`config.mk`:
```
export PLATFORM = sky130hd
export DESIGN_NAME = scancode_line_editor
export DESIGN_NICKNAME = d
export VERILOG_FILES = /design/src/sv/sle_pkg.sv /design/src/sv/scancode_line_editor.sv
export SDC_FILE = /design/constraint.sdc
export NUM_CORES = 1
export LEC_CHECK = 0
export BUFFER_PORTS_ARGS = -buffer_cell sky130_fd_sc_hd__buf_4
export CELL_PAD_IN_SITES_DETAIL_PLACEMENT = 1
export CELL_PAD_IN_SITES_GLOBAL_PLACEMENT = 1
export CORE_MARGIN = 3
export CORE_UTILIZATION = 35
export DETAILED_ROUTE_END_ITERATION = 8
export PLACE_DENSITY = 0.64
export SETUP_SLACK_MARGIN = 0.15
export SLEW_MARGIN = 10
export SYNTH_ARGS = -nofsm -noshare
export SYNTH_HDL_FRONTEND = slang
export SYNTH_SLANG_ARGS = --single-unit
```
`constraint.sdc`:
```
create_clock -name aclk -period 6 [get_ports aclk]
set_input_delay 0.6 -clock aclk [delete_from_list [all_inputs] [get_ports aclk]]
set_output_delay 0.6 -clock aclk [all_outputs]
set_load 0.02 [all_outputs]
```
`src/sv/sle_pkg.sv`:
```
// shared constants, result kinds and key tables of the scan code line editor
`default_nettype none

package sle_pkg;

    // result kinds
    typedef logic [1:0] kind_t;
    localparam kind_t KIND_ECHO  = 2'd0;
    localparam kind_t KIND_ERASE = 2'd1;
    localparam kind_t KIND_LINE  = 2'd2;
    localparam kind_t KIND_DROP  = 2'd3;

    // register indexes of the configuration port
    localparam logic REG_LAYOUT = 1'b0;
    localparam logic REG_ENABLE = 1'b1;

    // scan codes and characters
    localparam logic [6:0] KEY_BACKSPACE = 7'd14;
    localparam logic [6:0] KEY_LSHIFT    = 7'd42;
    localparam logic [6:0] KEY_CAPS      = 7'd58;
    localparam logic [7:0] CH_NEWLINE    = 8'h0A;
    localparam logic [7:0] CH_ERASE      = 8'h08;
    localparam logic [7:0] CH_NONE       = 8'h00;

    // [layout * 2 + upper][key], keys 60 to 63 unmapped
    localparam logic [7:0] KEY_TABLE [0:3][0:63] = '{
        '{8'h00, 8'h00, 8'h31, 8'h32, 8'h33, 8'h34, 8'h35, 8'h36, 8'h37, 8'h38,
          8'h39, 8'h30, 8'h2D, 8'h3D, 8'h08, 8'h09, 8'h71, 8'h77, 8'h65, 8'h72,
          8'h74, 8'h79, 8'h75, 8'h69, 8'h6F, 8'h70, 8'h5B, 8'h5D, 8'h0A, 8'h00,
          8'h61, 8'h73, 8'h64, 8'h66, 8'h67, 8'h68, 8'h6A, 8'h6B, 8'h6C, 8'h3B,
          8'h27, 8'h60, 8'h00, 8'h5C, 8'h7A, 8'h78, 8'h63, 8'h76, 8'h62, 8'h6E,
          8'h6D, 8'h2C, 8'h2E, 8'h2F, 8'h00, 8'h2A, 8'h00, 8'h20, 8'h00, 8'h00,
          8'h00, 8'h00, 8'h00, 8'h00},
        '{8'h00, 8'h00, 8'h21, 8'h40, 8'h23, 8'h24, 8'h25, 8'h5E, 8'h26, 8'h2A,
          8'h28, 8'h29, 8'h5F, 8'h2B, 8'h08, 8'h09, 8'h51, 8'h57, 8'h45, 8'h52,
          8'h54, 8'h59, 8'h55, 8'h49, 8'h4F, 8'h50, 8'h7B, 8'h7D, 8'h0A, 8'h00,
          8'h41, 8'h53, 8'h44, 8'h46, 8'h47, 8'h48, 8'h4A, 8'h4B, 8'h4C, 8'h3A,
          8'h22, 8'h7E, 8'h00, 8'h7C, 8'h5A, 8'h58, 8'h43, 8'h56, 8'h42, 8'h4E,
          8'h4D, 8'h3C, 8'h3E, 8'h3F, 8'h00, 8'h2A, 8'h00, 8'h20, 8'h00, 8'h00,
          8'h00, 8'h00, 8'h00, 8'h00},
        '{8'h00, 8'h00, 8'h26, 8'h82, 8'h22, 8'h27, 8'h28, 8'h2D, 8'h8A, 8'h5F,
          8'h87, 8'hA0, 8'h29, 8'h3D, 8'h08, 8'h09, 8'h61, 8'h7A, 8'h65, 8'h72,
          8'h74, 8'h79, 8'h75, 8'h69, 8'h6F, 8'h70, 8'h5E, 8'h24, 8'h0A, 8'h00,
          8'h71, 8'h73, 8'h64, 8'h66, 8'h67, 8'h68, 8'h6A, 8'h6B, 8'h6C, 8'h6D,
          8'h00, 8'h60, 8'h00, 8'h2A, 8'h77, 8'h78, 8'h63, 8'h76, 8'h62, 8'h6E,
          8'h2C, 8'h3B, 8'h3A, 8'h21, 8'h00, 8'h2A, 8'h00, 8'h20, 8'h00, 8'h00,
          8'h00, 8'h00, 8'h00, 8'h00},
        '{8'h00, 8'h00, 8'h31, 8'h32, 8'h33, 8'h34, 8'h35, 8'h36, 8'h37, 8'h38,
          8'h39, 8'h30, 8'h2B, 8'h00, 8'h08, 8'h09, 8'h41, 8'h5A, 8'h45, 8'h52,
          8'h54, 8'h59, 8'h55, 8'h49, 8'h4F, 8'h50, 8'hF9, 8'h9C, 8'h0A, 8'h00,
          8'h51, 8'h53, 8'h44, 8'h46, 8'h47, 8'h48, 8'h4A, 8'h4B, 8'h4C, 8'h4D,
          8'h25, 8'hE6, 8'h00, 8'h23, 8'h57, 8'h58, 8'h43, 8'h56, 8'h42, 8'h4E,
          8'h3F, 8'h2E, 8'h2F, 8'h00, 8'h00, 8'h2A, 8'h00, 8'h20, 8'h00, 8'h00,
          8'h00, 8'h00, 8'h00, 8'h00}
    };

endpackage

`default_nettype wire

```
`src/sv/scancode_line_editor.sv`:
```
// scan code line editor: key translation, line store and line replay
// flow: an item is taken into an input register in the idle state and decoded in the exec
// state once the output register is free; a single result is then loaded into the output register
// the block takes no new item while it decodes one or replays; enter replays the line byte by
// byte (one store read, one output load per byte) and then sends the newline
// reset: synchronous active-low aresetn clears length, shift, state and output
// valid; layout resets to AZERTY and editing to enabled; line store is not cleared
`default_nettype none

module scancode_line_editor
    import sle_pkg::*;
#(
    parameter int LINE_DEPTH = 63   // line store entries, 1 to 63
) (
    input  wire         aclk,
    input  wire         aresetn,
    // configuration write port
    input  wire         cfg_we,
    input  wire         cfg_addr,
    input  wire         cfg_wdata,
    // input items
    input  wire         s_tvalid,
    output logic        s_tready,
    input  wire  [7:0]  s_tdata,    // [7:0] raw_code
    // result items
    output logic        m_tvalid,
    input  wire         m_tready,
    output logic [15:0] m_tdata,    // [1:0] kind, [9:2] char_code, [15:10] zero
    output logic        m_tlast     // last
);

    localparam int LEN_W  = $clog2(LINE_DEPTH + 1);
    localparam int ADDR_W = (LINE_DEPTH > 1) ? $clog2(LINE_DEPTH) : 1;

    // controller states
    localparam logic [1:0] ST_IDLE    = 2'd0;  // waiting for an item
    localparam logic [1:0] ST_EXEC    = 2'd1;  // decode held item
    localparam logic [1:0] ST_DUMP_RD = 2'd2;  // read next stored byte
    localparam logic [1:0] ST_DUMP_WR = 2'd3;  // send read byte, or newline when done

    logic [1:0]        state_reg, state_next;
    logic [7:0]        raw_reg;
    logic              layout_reg, enable_reg;
    logic              shift_reg, shift_next;
    logic [LEN_W-1:0]  len_reg, len_next;
    logic [ADDR_W-1:0] idx_reg, idx_next;
    logic              nl_reg, nl_next;  // replay finished, newline pending

    // line store, one write and one registered read port
    logic [7:0]        line_mem [LINE_DEPTH];
    logic              mem_we, mem_re;
    logic [7:0]        mem_q;

    // output register
    logic              out_valid_reg;
    logic [1:0]        out_kind_reg;
    logic [7:0]        out_char_reg;
    logic              out_last_reg;
    logic              out_load;
    logic [1:0]        out_kind;
    logic [7:0]        out_char;
    logic              out_last;
    logic              out_free;

    // decode of the held item
    logic [6:0]        key;
    logic              press;
    logic [7:0]        ch;

    assign key      = raw_reg[6:0];
    assign press    = ~raw_reg[7];
    assign ch       = key[6] ? CH_NONE : KEY_TABLE[{layout_reg, shift_reg}][key[5:0]];
    assign out_free = ~out_valid_reg | m_tready;

    assign s_tready = (state_reg == ST_IDLE);
    assign m_tvalid = out_valid_reg;
    assign m_tdata  = {6'd0, out_char_reg, out_kind_reg};
    assign m_tlast  = out_last_reg;

    always_comb begin
        state_next = state_reg;
        shift_next = shift_reg;
        len_next   = len_reg;
        idx_next   = idx_reg;
        nl_next    = nl_reg;
        mem_we     = 1'b0;
        mem_re     = 1'b0;
        out_load   = 1'b0;
        out_kind   = KIND_ECHO;
        out_char   = ch;
        out_last   = 1'b1;
        case (state_reg)
            ST_IDLE: begin
                if (s_tvalid) begin
                    state_next = ST_EXEC;
                end
            end
            ST_EXEC: begin
                // wait for a free output slot, so every branch may emit
                if (out_free) begin
                    state_next = ST_IDLE;
                    if (key == KEY_LSHIFT) begin
                        shift_next = press;
                    end else if (key == KEY_CAPS) begin
                        if (press) begin
                            shift_next = ~shift_reg;
                        end
                    end else if (!press || !enable_reg) begin
                        // releases and disabled editing do nothing
                    end else if (key == KEY_BACKSPACE) begin
                        if (len_reg != '0) begin
                            len_next = len_reg - 1'b1;
                            out_load = 1'b1;
                            out_kind = KIND_ERASE;
                            out_char = CH_ERASE;
                        end
                    end else if (ch == CH_NONE) begin
                        // unmapped key
                    end else if (ch == CH_NEWLINE) begin
                        idx_next   = '0;
                        nl_next    = (len_reg == '0);
                        state_next = (len_reg == '0) ? ST_DUMP_WR : ST_DUMP_RD;
                    end else if (len_reg >= LEN_W'(LINE_DEPTH)) begin
                        out_load = 1'b1;
                        out_kind = KIND_DROP;
                    end else begin
                        mem_we   = 1'b1;
                        len_next = len_reg + 1'b1;
                        out_load = 1'b1;
                    end
                end
            end
            ST_DUMP_RD: begin
                mem_re     = 1'b1;
                state_next = ST_DUMP_WR;
            end
            ST_DUMP_WR: begin
                if (out_free) begin
                    out_load = 1'b1;
                    if (nl_reg) begin
                        out_kind   = KIND_ECHO;
                        out_char   = CH_NEWLINE;
                        len_next   = '0;
                        nl_next    = 1'b0;
                        state_next = ST_IDLE;
                    end else begin
                        out_kind = KIND_LINE;
                        out_char = mem_q;
                        out_last = 1'b0;
                        idx_next = idx_reg + 1'b1;
                        if (LEN_W'(idx_reg) + 1'b1 == len_reg) begin
                            nl_next = 1'b1;
                        end else begin
                            state_next = ST_DUMP_RD;
                        end
                    end
                end
            end
            default: begin
                state_next = ST_IDLE;
            end
        endcase
    end

    always_ff @(posedge aclk) begin
        if (!aresetn) begin
            state_reg     <= ST_IDLE;
            shift_reg     <= 1'b0;
            len_reg       <= '0;
            idx_reg       <= '0;
            nl_reg        <= 1'b0;
            layout_reg    <= 1'b1;
            enable_reg    <= 1'b1;
            out_valid_reg <= 1'b0;
        end else begin
            state_reg <= state_next;
            shift_reg <= shift_next;
            len_reg   <= len_next;
            idx_reg   <= idx_next;
            nl_reg    <= nl_next;
            if (cfg_we) begin
                case (cfg_addr)
                    REG_LAYOUT: layout_reg <= cfg_wdata;
                    REG_ENABLE: enable_reg <= cfg_wdata;
                    default: ;
                endcase
            end
            if (out_load) begin
                out_valid_reg <= 1'b1;
            end else if (m_tready) begin
                out_valid_reg <= 1'b0;
            end
        end
    end

    // payload registers
    always_ff @(posedge aclk) begin
        if (s_tvalid && s_tready) begin
            raw_reg <= s_tdata;
        end
        if (out_load) begin
            out_kind_reg <= out_kind;
            out_char_reg <= out_char;
            out_last_reg <= out_last;
        end
    end

    // line store
    always_ff @(posedge aclk) begin
        if (mem_we) begin
            line_mem[len_reg[ADDR_W-1:0]] <= ch;
        end
        if (mem_re) begin
            mem_q <= line_mem[idx_reg];
        end
    end

`ifndef SYNTHESIS
    // line length stays within the store
    a_len_bound: assert property (@(posedge aclk) disable iff (!aresetn)
        len_reg <= LEN_W'(LINE_DEPTH))
        else $error("line length beyond store depth");

    // a result is never loaded over one still waiting
    a_no_overwrite: assert property (@(posedge aclk) disable iff (!aresetn)
        out_load |-> (!out_valid_reg || m_tready))
        else $error("output register overwritten");

    // replay reads only stored entries
    a_read_in_line: assert property (@(posedge aclk) disable iff (!aresetn)
        (state_reg == ST_DUMP_RD) |-> (LEN_W'(idx_reg) < len_reg))
        else $error("replay read past line end");

    // sending the newline empties the line
    a_nl_clears: assert property (@(posedge aclk) disable iff (!aresetn)
        (state_reg == ST_DUMP_WR && nl_reg && out_free) |=> (len_reg == '0))
        else $error("line not cleared after newline");
`endif

endmodule

`default_nettype wire

```
# Word level (Yosys, flattened, before mapping)
# Memory sizes are Yosys's and may differ from the RTL's. A register that Yosys moved wholly into a read port is not among the register bits.
# Cells that the tools add are included.
[word_totals]
regBits = 38
ramBits = 504
input_bits = 15
out_inout_bits = 19
wordCells = 171
n_memories = 1
[classes]
addsub = 3
order_cmp = 3
eq_ne = 25
mux = 102
n_bitwise = 7
reduce_logical = 18
[memory_table]
columns = ["name", "words", "width", "read_ports", "rd_ports_with_merged_regs", "wr", "line_no", "source"]
rows = [
  ["line_mem", 63, 8, 1, 1, 1, "scancode_line_editor.sv:50", "logic [7:0] line_mem [LINE_DEPTH];"],
]
[ops]
columns = ["op", "count"]
rows = [
  ["$bmux 512 s2", 1],
  ["$mux 512", 2],
  ["$mux 6", 20],
  ["$mux 8", 11],
  ["$bmux 8 s6", 1],
  ["$mux 2", 21],
  ["$mux 1", 39],
  ["$pmux 6 s2", 2],
  ["$ne 2x2->1 const B", 11],
  ["$pmux 8 s2", 1],
  ["$ne 3x3->1 const B", 5],
  ["$eq 7x6->1 const B", 2],
  ["$add 6x1->6 const B", 2],
  ["$reduce_and 11->1", 1],
  ["$reduce_and 10->1", 1],
  ["$reduce_and 9->1", 1],
  ["$eq 8x4->1 const B", 1],
  ["$logic_not 8->1", 1],
  ["$pmux 2 s4", 1],
  ["$reduce_and 4->1", 2],
  ["$eq 7x4->1 const B", 1],
  ["$ge 7x7->1 const B", 1],
  ["$not 6->7", 1],
  ["$eq 6x6->1", 1],
  ["other kinds (19)", 28],
]

# Depth between registers and ports, before layout
# Gate-level depths: netlist (run 1).
[logic_depth]
ltp_word = 19
depth_mapped = 15
ltp_nobuf = 12

# Least setup slack after synthesis (run 1)
# OpenSTA, ideal clock, no wires.
[synth_timing]
kind = "flip-flop to flip-flop"
start = "register layout_reg"
end = "memory line_mem[0][2] (data pin)"
setup_time_ps = 683
t_arrival_ps = 4221
required_ps = 5317
path_slack_ps = 1096
path_stages_with_launch = 8
path_buffers = 1
period_less_slack_ps = 4904
path_cell_list = "dfxtp_1 > clkbuf_1 > inv_1 > ha_1 > nor2_1 > o21ai_0 > a311o_1 > nor3_1"
[synth_via]
elab_chain_cells = 8
[synth_lines]
columns = ["item", "line_no", "source"]
rows = [
  ["start: declaration", "scancode_line_editor.sv:43", "logic layout_reg, enable_reg;"],
  ["start signal: assignment", "scancode_line_editor.sv:183", "REG_LAYOUT: layout_reg <= cfg_wdata;"],
  ["$not 2->3 (implied by the code)", "scancode_line_editor.sv:72", "assign ch = key[6] ? CH_NONE : KEY_TABLE[{layout_reg, shift_reg}][key[5:0]];"],
  ["$bmux 512 s2", "scancode_line_editor.sv:72", ""],
  ["$mux 512 (implied by the code) (2 in a row)", "scancode_line_editor.sv:72", ""],
  ["$bmux 8 s6", "scancode_line_editor.sv:72", ""],
  ["$mux 8 (implied by the code) (2 in a row)", "scancode_line_editor.sv:72", ""],
  ["$mux 8", "scancode_line_editor.sv:72", ""],
  ["via ch[2]", "scancode_line_editor.sv:68", "logic [7:0] ch;"],
  ["end: declaration", "scancode_line_editor.sv:50", ""],
]
# The timed path passes the listed nets, and every way through them passes these cells. The select of a mux whose other input is x is not followed.

# Worst setup path in the final report (run 1)
[layout_timing]
start = "register layout_reg"
end = "memory line_mem[1][2], enable pin"
[layout_via]
elab_chain_cells = 19
word_cells_on_any_way = 20
classes_between = "1 x eq/ne; 17 x mux; 1 x bitwise; 1 x reduce/logical"
[layout_lines]
columns = ["item", "line_no", "source"]
rows = [
  ["$not 2->3 (implied by the code) *", "scancode_line_editor.sv:72", ""],
  ["$bmux 512 s2 *", "scancode_line_editor.sv:72", ""],
  ["$mux 512 (implied by the code) * (2 in a row)", "scancode_line_editor.sv:72", ""],
  ["$bmux 8 s6 *", "scancode_line_editor.sv:72", ""],
  ["$mux 8 (implied by the code) * (2 in a row)", "scancode_line_editor.sv:72", ""],
  ["$mux 8 *", "scancode_line_editor.sv:72", ""],
  ["$eq 8x4->1", "scancode_line_editor.sv:119", "end else if (ch == CH_NEWLINE) begin"],
  ["$mux 1", "scancode_line_editor.sv:119", ""],
  ["$mux 1 *", "scancode_line_editor.sv:117", "end else if (ch == CH_NONE) begin"],
  ["$mux 1 *", "scancode_line_editor.sv:110", "end else if (key == KEY_BACKSPACE) begin"],
  ["$mux 1 *", "scancode_line_editor.sv:108", "end else if (!press || !enable_reg) begin"],
  ["$mux 1 *", "scancode_line_editor.sv:104", "end else if (key == KEY_CAPS) begin"],
  ["$mux 1 *", "scancode_line_editor.sv:102", "if (key == KEY_LSHIFT) begin"],
  ["$mux 1 *", "scancode_line_editor.sv:100", "if (out_free) begin"],
  ["$mux 1 *", "scancode_line_editor.sv:92", "case (state_reg)"],
  ["$mux 1 *", "scancode_line_editor.sv:210", "if (mem_we) begin"],
  ["$mux 1 (implied by the code) *", "scancode_line_editor.sv:211", "line_mem[len_reg[ADDR_W-1:0]] <= ch;"],
]
# Every way passes the cells marked *; elsewhere a longest branch is shown, timed or not. The select of a mux whose other input is x is not followed.

==> results.py, run 1 <==
metrics = {
    "worst_setup_path": {
        "cp_data_required_time_ps": 6240,
        "crit_fanout": 17,
        "crit_top_cell": "inv_1",
        "crit_type": "register to register",
        "critPathArrivalTime_ps": 5410,
        "critical_path.slowest_cell": "dfxtp_1",
        "slowest_delay_ps": 670,
        "critPathLaunchType": "register",
        "end_kind": "register",
        "crit_chain": "inv_1 > ha_1 > inv_1 > nor3_1 > a211oi_1 > a311oi_1 > o32ai_2 > a2111oi_2 > or4_1 > buf_4 > or3_1 > nor2_1",
    },
    "clock_network": {
        "clk_transition_reported_paths_ps": 60,
        "post-cts-setup-buffers": 0,
        "cts_buffer_depth": 3,
        "cts_tree": "built",
        "clkLatencyLatePin_ps": 610,
        "ctsResizeCount": 0,
        "cts_root_buf": "clkbuf_16",
        "ctsHoldBuffers": 0,
        "htree_levels": 2,
        "cts_num_sinks": 550,
        "cts_buffers": 56,
    },
    "floorplan": {
        "rows": 94,
        "die_area_um2": 70600,
        "io_pins": 34,
        "initial_core_util_pct": 35.6,
        "die-width_um": 266,
        "die_h_um": 266,
        "coreArea_um2": 66300,
    },
    "power_and_ir_drop": {
        "p_total_mw": 8.19,
        "switching_power_mw": 1.75,
        "power_density_nw_per_um2": 305,
        "p_seq_share_pct": 52.4,
        "pwr-share-comb_pct": 4.5,
        "vdd_drop_max_uv": 199,
        "p_int_mw": 6.44,
        "p_clk_share_pct": 43.2,
        "p_leak_nw": 8.38,
        "swShare_pct": 21.4,
    },
    "sta": {
        "finalCritPeriodShare_pct": 86.3,
        "finalSetupTns_ps": 0,
        "period_needed_ps": 5180,
        "skew_ps": 17.4,
        "setup_viol": 0,
        "drv_slew": 0,
        "grt_setup_unrepaired": "false",
        "fmax_mhz": 193,
        "slew_headroom_pct": 27.4,
        "tightest_slew_ps": 1090,
        "hold_viol_final": 0,
    },
    "synth": {
        "async_reset_ff_share_pct": 0,
        "synth.area.top_cells": "edfxtp_1 (68%), mux4_2 (15%), dfxtp_1 (1.6%)",
        "yosysSeqAreaShare_pct": 69.2,
        "yosys.area.top_type": "edfxtp_1",
        "syn_area_um2": 23600,
        "ys_ff_latch": 550,
        "synth-main-ff-cell": "edfxtp_1",
        "yosysTopAreaCellShare_pct": 67.6,
        "synth_edf_count": 531,
        "avgSynthCellArea_um2": 18.1,
        "ys_types": 85,
        "yosysWarnings": 0,
        "syn_inst": 1304,
    },
    "drt": {
        "postRouteAntennaNets": 0,
        "drcViolationCount": 0,
        "wire_per_inst_um": 26.5,
        "drt_iter0_markers": 1115,
        "via_per_inst": 5.57,
        "dr.pass1.iters": 5,
        "vias": 12600,
        "wl_um": 60200,
    },
    "global_routing": {
        "grt_pass1_wl_um": 90500,
        "grt-ovfl-total": 0,
        "grt_pass1_vias": 13100,
        "grt_max_degree": 114,
        "grt_antenna_before_repair": 0,
        "grt.total_usage_pct": 17.2,
    },
    "hold_path": {
        "hp-class": "input port to register",
    },
    "place": {
        "gp_congestion": 0.941,
        "dp_cells": 2163,
        "placed_cell_area_um2": 25000,
        "io_buffers": 27,
        "hpwl_um": 38600,
    },
    "finish": {
        "syn2layout_area_growth_pct": 13.7,
        "final_core_util_pct": 40.5,
        "postLayoutCellArea_um2": 26800,
        "drive_gt1_share_pct": 26.3,
        "fin_nets": 1392,
        "n_fill_cell": 6471,
        "diodes": 0,
        "finalNonFillerCells": 2268,
        "mostFrequentLayoutCell": "edfxtp_1",
        "layout_common_cells": "edfxtp_1 (531), mux4_2 (160), buf_4 (81)",
        "largest_register_ffs": 504,
    },
    "status": {
        "status": "finished, final reports clean",
    },
    "job": {
        "maxCapViolations": 0,
    },
}
logic make-up (layout without fill, tap and decap cells):
kind of cell,count (synthesis),after routing,share of synthesized area [%]
compound gates,175,175,5.50
buf+inv,115,210,2.22
other cells,1,6,0.0159
fa+ha+maj,20,20,1.09
mux,177,177,16.0
xor+xnor,14,14,0.520
simple gates,252,252,5.49
flops,550,550,69.2
power groups by stage:
stage / logic (mW) / registers [mW] / clock network (mW)
after floorplan: 0.218 / 4.36 / 0
after global placement: 0.357 / 4.37 / 0
after detailed placement: 0.366 / 4.37 / 0
after CTS: 0.365 / 4.29 / 3.62
after global routing: 0.393 / 4.29 / 3.78
final: 0.365 / 4.29 / 3.54
routing by layer:
| layer | share of wire (%) | vias up | track usage [%] |
|---|---|---|---|
| met5 | 0 | - | 0 |
| met4 | 2.6 | 0 | 5.10 |
| met3 | 5.1 | 98 | 2.52 |
| met2 | 48 | 395 | 28.0 |
| met1 | 44 | 6694 | 24.1 |
| li1 | - | 5451 | - |
path summary, 6_finish.rpt:
kind	start	slack [ps]	end	depth (start not counted)
worst min-delay path	s_tdata[7]	160	raw_reg[7]	1
worst min register to register	enable_reg	490	enable_reg	2
worst max register to register	layout_reg	820	line_mem[1][2]	12
worst max-delay path	layout_reg	820	line_mem[1][2]	12
stage by stage:
stage / hold slack (ps) / setup slack, ps
finish: 165 / 824
global placement: 479 / 1130
detailed placement: 492 / 969
CTS: 117 / 944
global route: 137 / 705
floorplan: 440 / 1100
Yosys cell counts (5+ instances only):
library cell    n
a211oi_1        6
a21o_1          5
a21oi_1        27
a221oi_1        5
a22o_1          9
a31oi_1        10
and2_1          8
and3_1          6
buf_1          17
buf_2          13
buf_4          12
clkbuf_1       47
dfxtp_1        19
edfxtp_1      531
ha_1           19
inv_1          21
mux2i_1        14
mux4_2        160
nand2_1        51
nand2b_1       17
nand3_1        13
nand3b_1        5
nor2_1         68
nor2_2          9
nor2b_1        18
nor3_1         22
o211ai_1        5
o21ai_0        34
o22ai_1         6
xnor2_1         8
xor2_1          6
worst max-delay path: cells and delay by family, from the launching register on:
kind	cells	cell delay [ps]
adder cells (fa/ha/maj)	1	490
flip-flops	1	670
AND/OR/NAND/NOR	4	1740
buffers and inverters	3	700
AO/OA/AOI/OAI	4	1180
area by class of cell:
cell class                 instances  area, um2  share of cell area (%)
sequential                       550      16300                    60.9
inverter                          22       82.6                   0.308
multi-input combinational        644       6810                    25.4
tap                              864       1080                    4.03
clock buffer                      71       1540                    5.74
timing repair buffer              83        648                    2.42
clock inverter                    34        339                    1.26
No activity file was read; power rests on OpenSTA's default activity.
==> run 2: changes to the inputs <==
--- a/config.mk
+++ b/config.mk
@@ -12,8 +12,9 @@
 export CORE_UTILIZATION = 35
 export DETAILED_ROUTE_END_ITERATION = 8
 export PLACE_DENSITY = 0.64
+export RECOVER_POWER = 50
 export SETUP_SLACK_MARGIN = 0.15
-export SLEW_MARGIN = 10
+export SLEW_MARGIN = 25
 export SYNTH_ARGS = -nofsm -noshare
 export SYNTH_HDL_FRONTEND = slang
 export SYNTH_SLANG_ARGS = --single-unit
==> constraint.sdc (replaced) <==
create_clock -name aclk -period 6 [get_ports aclk]
set_input_delay 0.6 -clock aclk [delete_from_list [all_inputs] [get_ports aclk]]
set_output_delay 0.6 -clock aclk [all_outputs]
set_load 0.1 [all_outputs]
==> run 2 against run 1 <==
  * The flow now finishes with violations (max-capacitance violations, max-slew violations)
  * First-iteration DRC count is 12% higher
  * Routed wire length up 0.37%
  * Clock skew is 7.8 ps higher
  * Power decreased by 1.3%
  * Die area did not move
  * Worst setup slack worse by 140 ps
  * Clock power down 4%
  * Cell area down 0.82%
  * Combinational power increased by 6.3%
  * Sequential power is essentially flat
  * Global-route usage barely moved
  * Critical path type unchanged
  * Critical endpoint unchanged
==> results.py, run 2 (synthesized netlist as in run 1, its figures left out) <==
metrics = {
    "status": {
        "status": "finished, violations left",
        "violations": "max-capacitance violations, max-slew violations",
    },
    "clock_network": {
        "cts_buffer_depth": 3,
        "cts_root_buf": "clkbuf_16",
        "ctsHoldBuffers": 0,
        "ctsResizeCount": 0,
        "htree_levels": 2,
        "cts_buffers": 56,
        "clk_transition_reported_paths_ps": 60,
        "cts_num_sinks": 550,
        "clkLatencyLatePin_ps": 630,
        "cts_tree": "built",
        "post-cts-setup-buffers": 0,
    },
    "worst_setup_path": {
        "rr_endpoint": "line_mem[1][2]",
        "critPathLaunch": "raw_reg[3]",
        "critPathArrivalTime_ps": 5560,
        "crit_type": "register to register",
        "worst_r2r_path_depth": 11,
        "critPathLaunchType": "register",
        "rr_startpoint": "raw_reg[3]",
        "crit_fanout": 18,
        "end_kind": "register",
        "cp_data_required_time_ps": 6240,
        "reg2reg_slack_ps": 680,
    },
    "global_routing": {
        "grt_max_degree": 114,
        "grt.total_usage_pct": 17.1,
        "grt_pass1_wl_um": 89800,
        "grt_antenna_before_repair": 0,
        "grt_pass1_vias": 13100,
        "grt-ovfl-total": 0,
    },
    "place": {
        "hpwl_um": 38600,
        "place_ws_ps": 997,
        "gp_congestion": 0.941,
        "io_buffers": 27,
    },
    "floorplan": {
        "die-width_um": 266,
        "rows": 94,
        "coreArea_um2": 66300,
        "initial_core_util_pct": 35.6,
        "die_area_um2": 70600,
        "io_pins": 34,
        "die_h_um": 266,
    },
    "sta": {
        "drv_slew": 215,
        "grt_setup_unrepaired": "false",
        "fmax_mhz": 188,
        "hold_viol_final": 0,
        "finalCritPeriodShare_pct": 88.6,
        "period_needed_ps": 5320,
        "worst_slack_ps": 681,
        "finalSetupTns_ps": 0,
        "setup_viol": 0,
        "holdWs_ps": 176,
        "slew_headroom_pct": -60.4,
        "tightest_slew_ps": 2400,
        "skew_ps": 25.2,
    },
    "hold_path": {
        "holdPathStages": 1,
        "hp-class": "input port to register",
        "whs_endpoint": "raw_reg[7]",
        "min_from": "s_tdata[7]",
    },
    "finish": {
        "drive_gt1_share_pct": 23.8,
        "final_core_util_pct": 40.1,
        "diodes": 0,
        "layout_common_cells": "edfxtp_1 (531), mux4_2 (160), nor2_1 (68)",
        "syn2layout_area_growth_pct": 12.8,
        "fin_nets": 1392,
        "mostFrequentLayoutCell": "edfxtp_1",
        "n_fill_cell": 6511,
        "largest_register_ffs": 504,
    },
    "drt": {
        "drt_iter0_markers": 1250,
        "drcViolationCount": 0,
        "via_per_inst": 5.60,
        "wl_um": 60400,
        "postRouteAntennaNets": 0,
        "vias": 12700,
        "dr.pass1.iters": 5,
        "wire_per_inst_um": 26.7,
    },
    "power_and_ir_drop": {
        "power_density_nw_per_um2": 304,
        "vdd_drop_max_uv": 209,
        "p_leak_nw": 8.24,
    },
    "job": {
        "maxCapViolations": 6,
    },
}
-- run 2: cell types whose count changed in the layout (fill, tap and decap cells not counted), sizes merged --
| cell | delta |
|---|---|
| buf | -28 |
| clkbuf | +24 |
| inv | +2 |
| bufinv | -1 |
| clkinvlp | +1 |
-- run 2: layout make-up --
| class | instances | area, um2 | share of cell area, % |
|---|---|---|---|
| clock buffer | 67 | 1440 | 5.42 |
| clock inverter | 36 | 335 | 1.26 |
| inverter | 22 | 82.6 | 0.310 |
| multi-input combinational | 644 | 6760 | 25.4 |
| sequential | 550 | 16300 | 61.4 |
| tap | 864 | 1080 | 4.06 |
| timing repair buffer | 83 | 576 | 2.16 |
-- run 2: worst max path at each step --
stage                      to  slack [ps]  cells after the start
5_1_grt        line_mem[1][1]         410                     11
2_1_floorplan  line_mem[0][2]        1100                      7
3_5_place_dp   line_mem[1][4]        1000                     12
3_3_place_gp   line_mem[1][0]        1130                      9
6_report       line_mem[1][2]         680                     11
4_1_cts        line_mem[1][2]         970                     12
-- run 2: through the flow --
step	cells	cell area [um2]	power, mW
2_1_floorplan	1309	23600	4.62
3_3_place_gp	2163	25000	4.76
3_5_place_dp	2163	25000	4.77
4_1_cts	2266	26700	8.16
5_1_grt	2266	26600	8.35
6_report	2266	26600	8.08
-- run 2: critical path, cell delays in order (launching register included) --
cell       delay [ps]
edfxtp_1          790
clkbuf_1          620
clkbuf_1          480
a32oi_1           180
a22oi_1           200
o41ai_1           160
o32ai_2           500
a2111oi_2         140
or4_1             550
buf_4             230
or3_1             450
nor2_1            650
-- run 2: routing by layer --
layer | wire [um] | GRT usage [%] | vias up
met5 | 0 | 0 | -
met4 | 1620 | 4.55 | 0
met3 | 3330 | 3.25 | 99
met2 | 29100 | 28.0 | 402
met1 | 26300 | 23.7 | 6755
li1 | - | - | 5444
-- run 2: power breakdown --
group | switching, mW | internal (mW)
combinational | 0.300 | 0.0880
clock | 1.47 | 1.93
sequential | 0.0224 | 4.27
total | 1.79 | 6.29
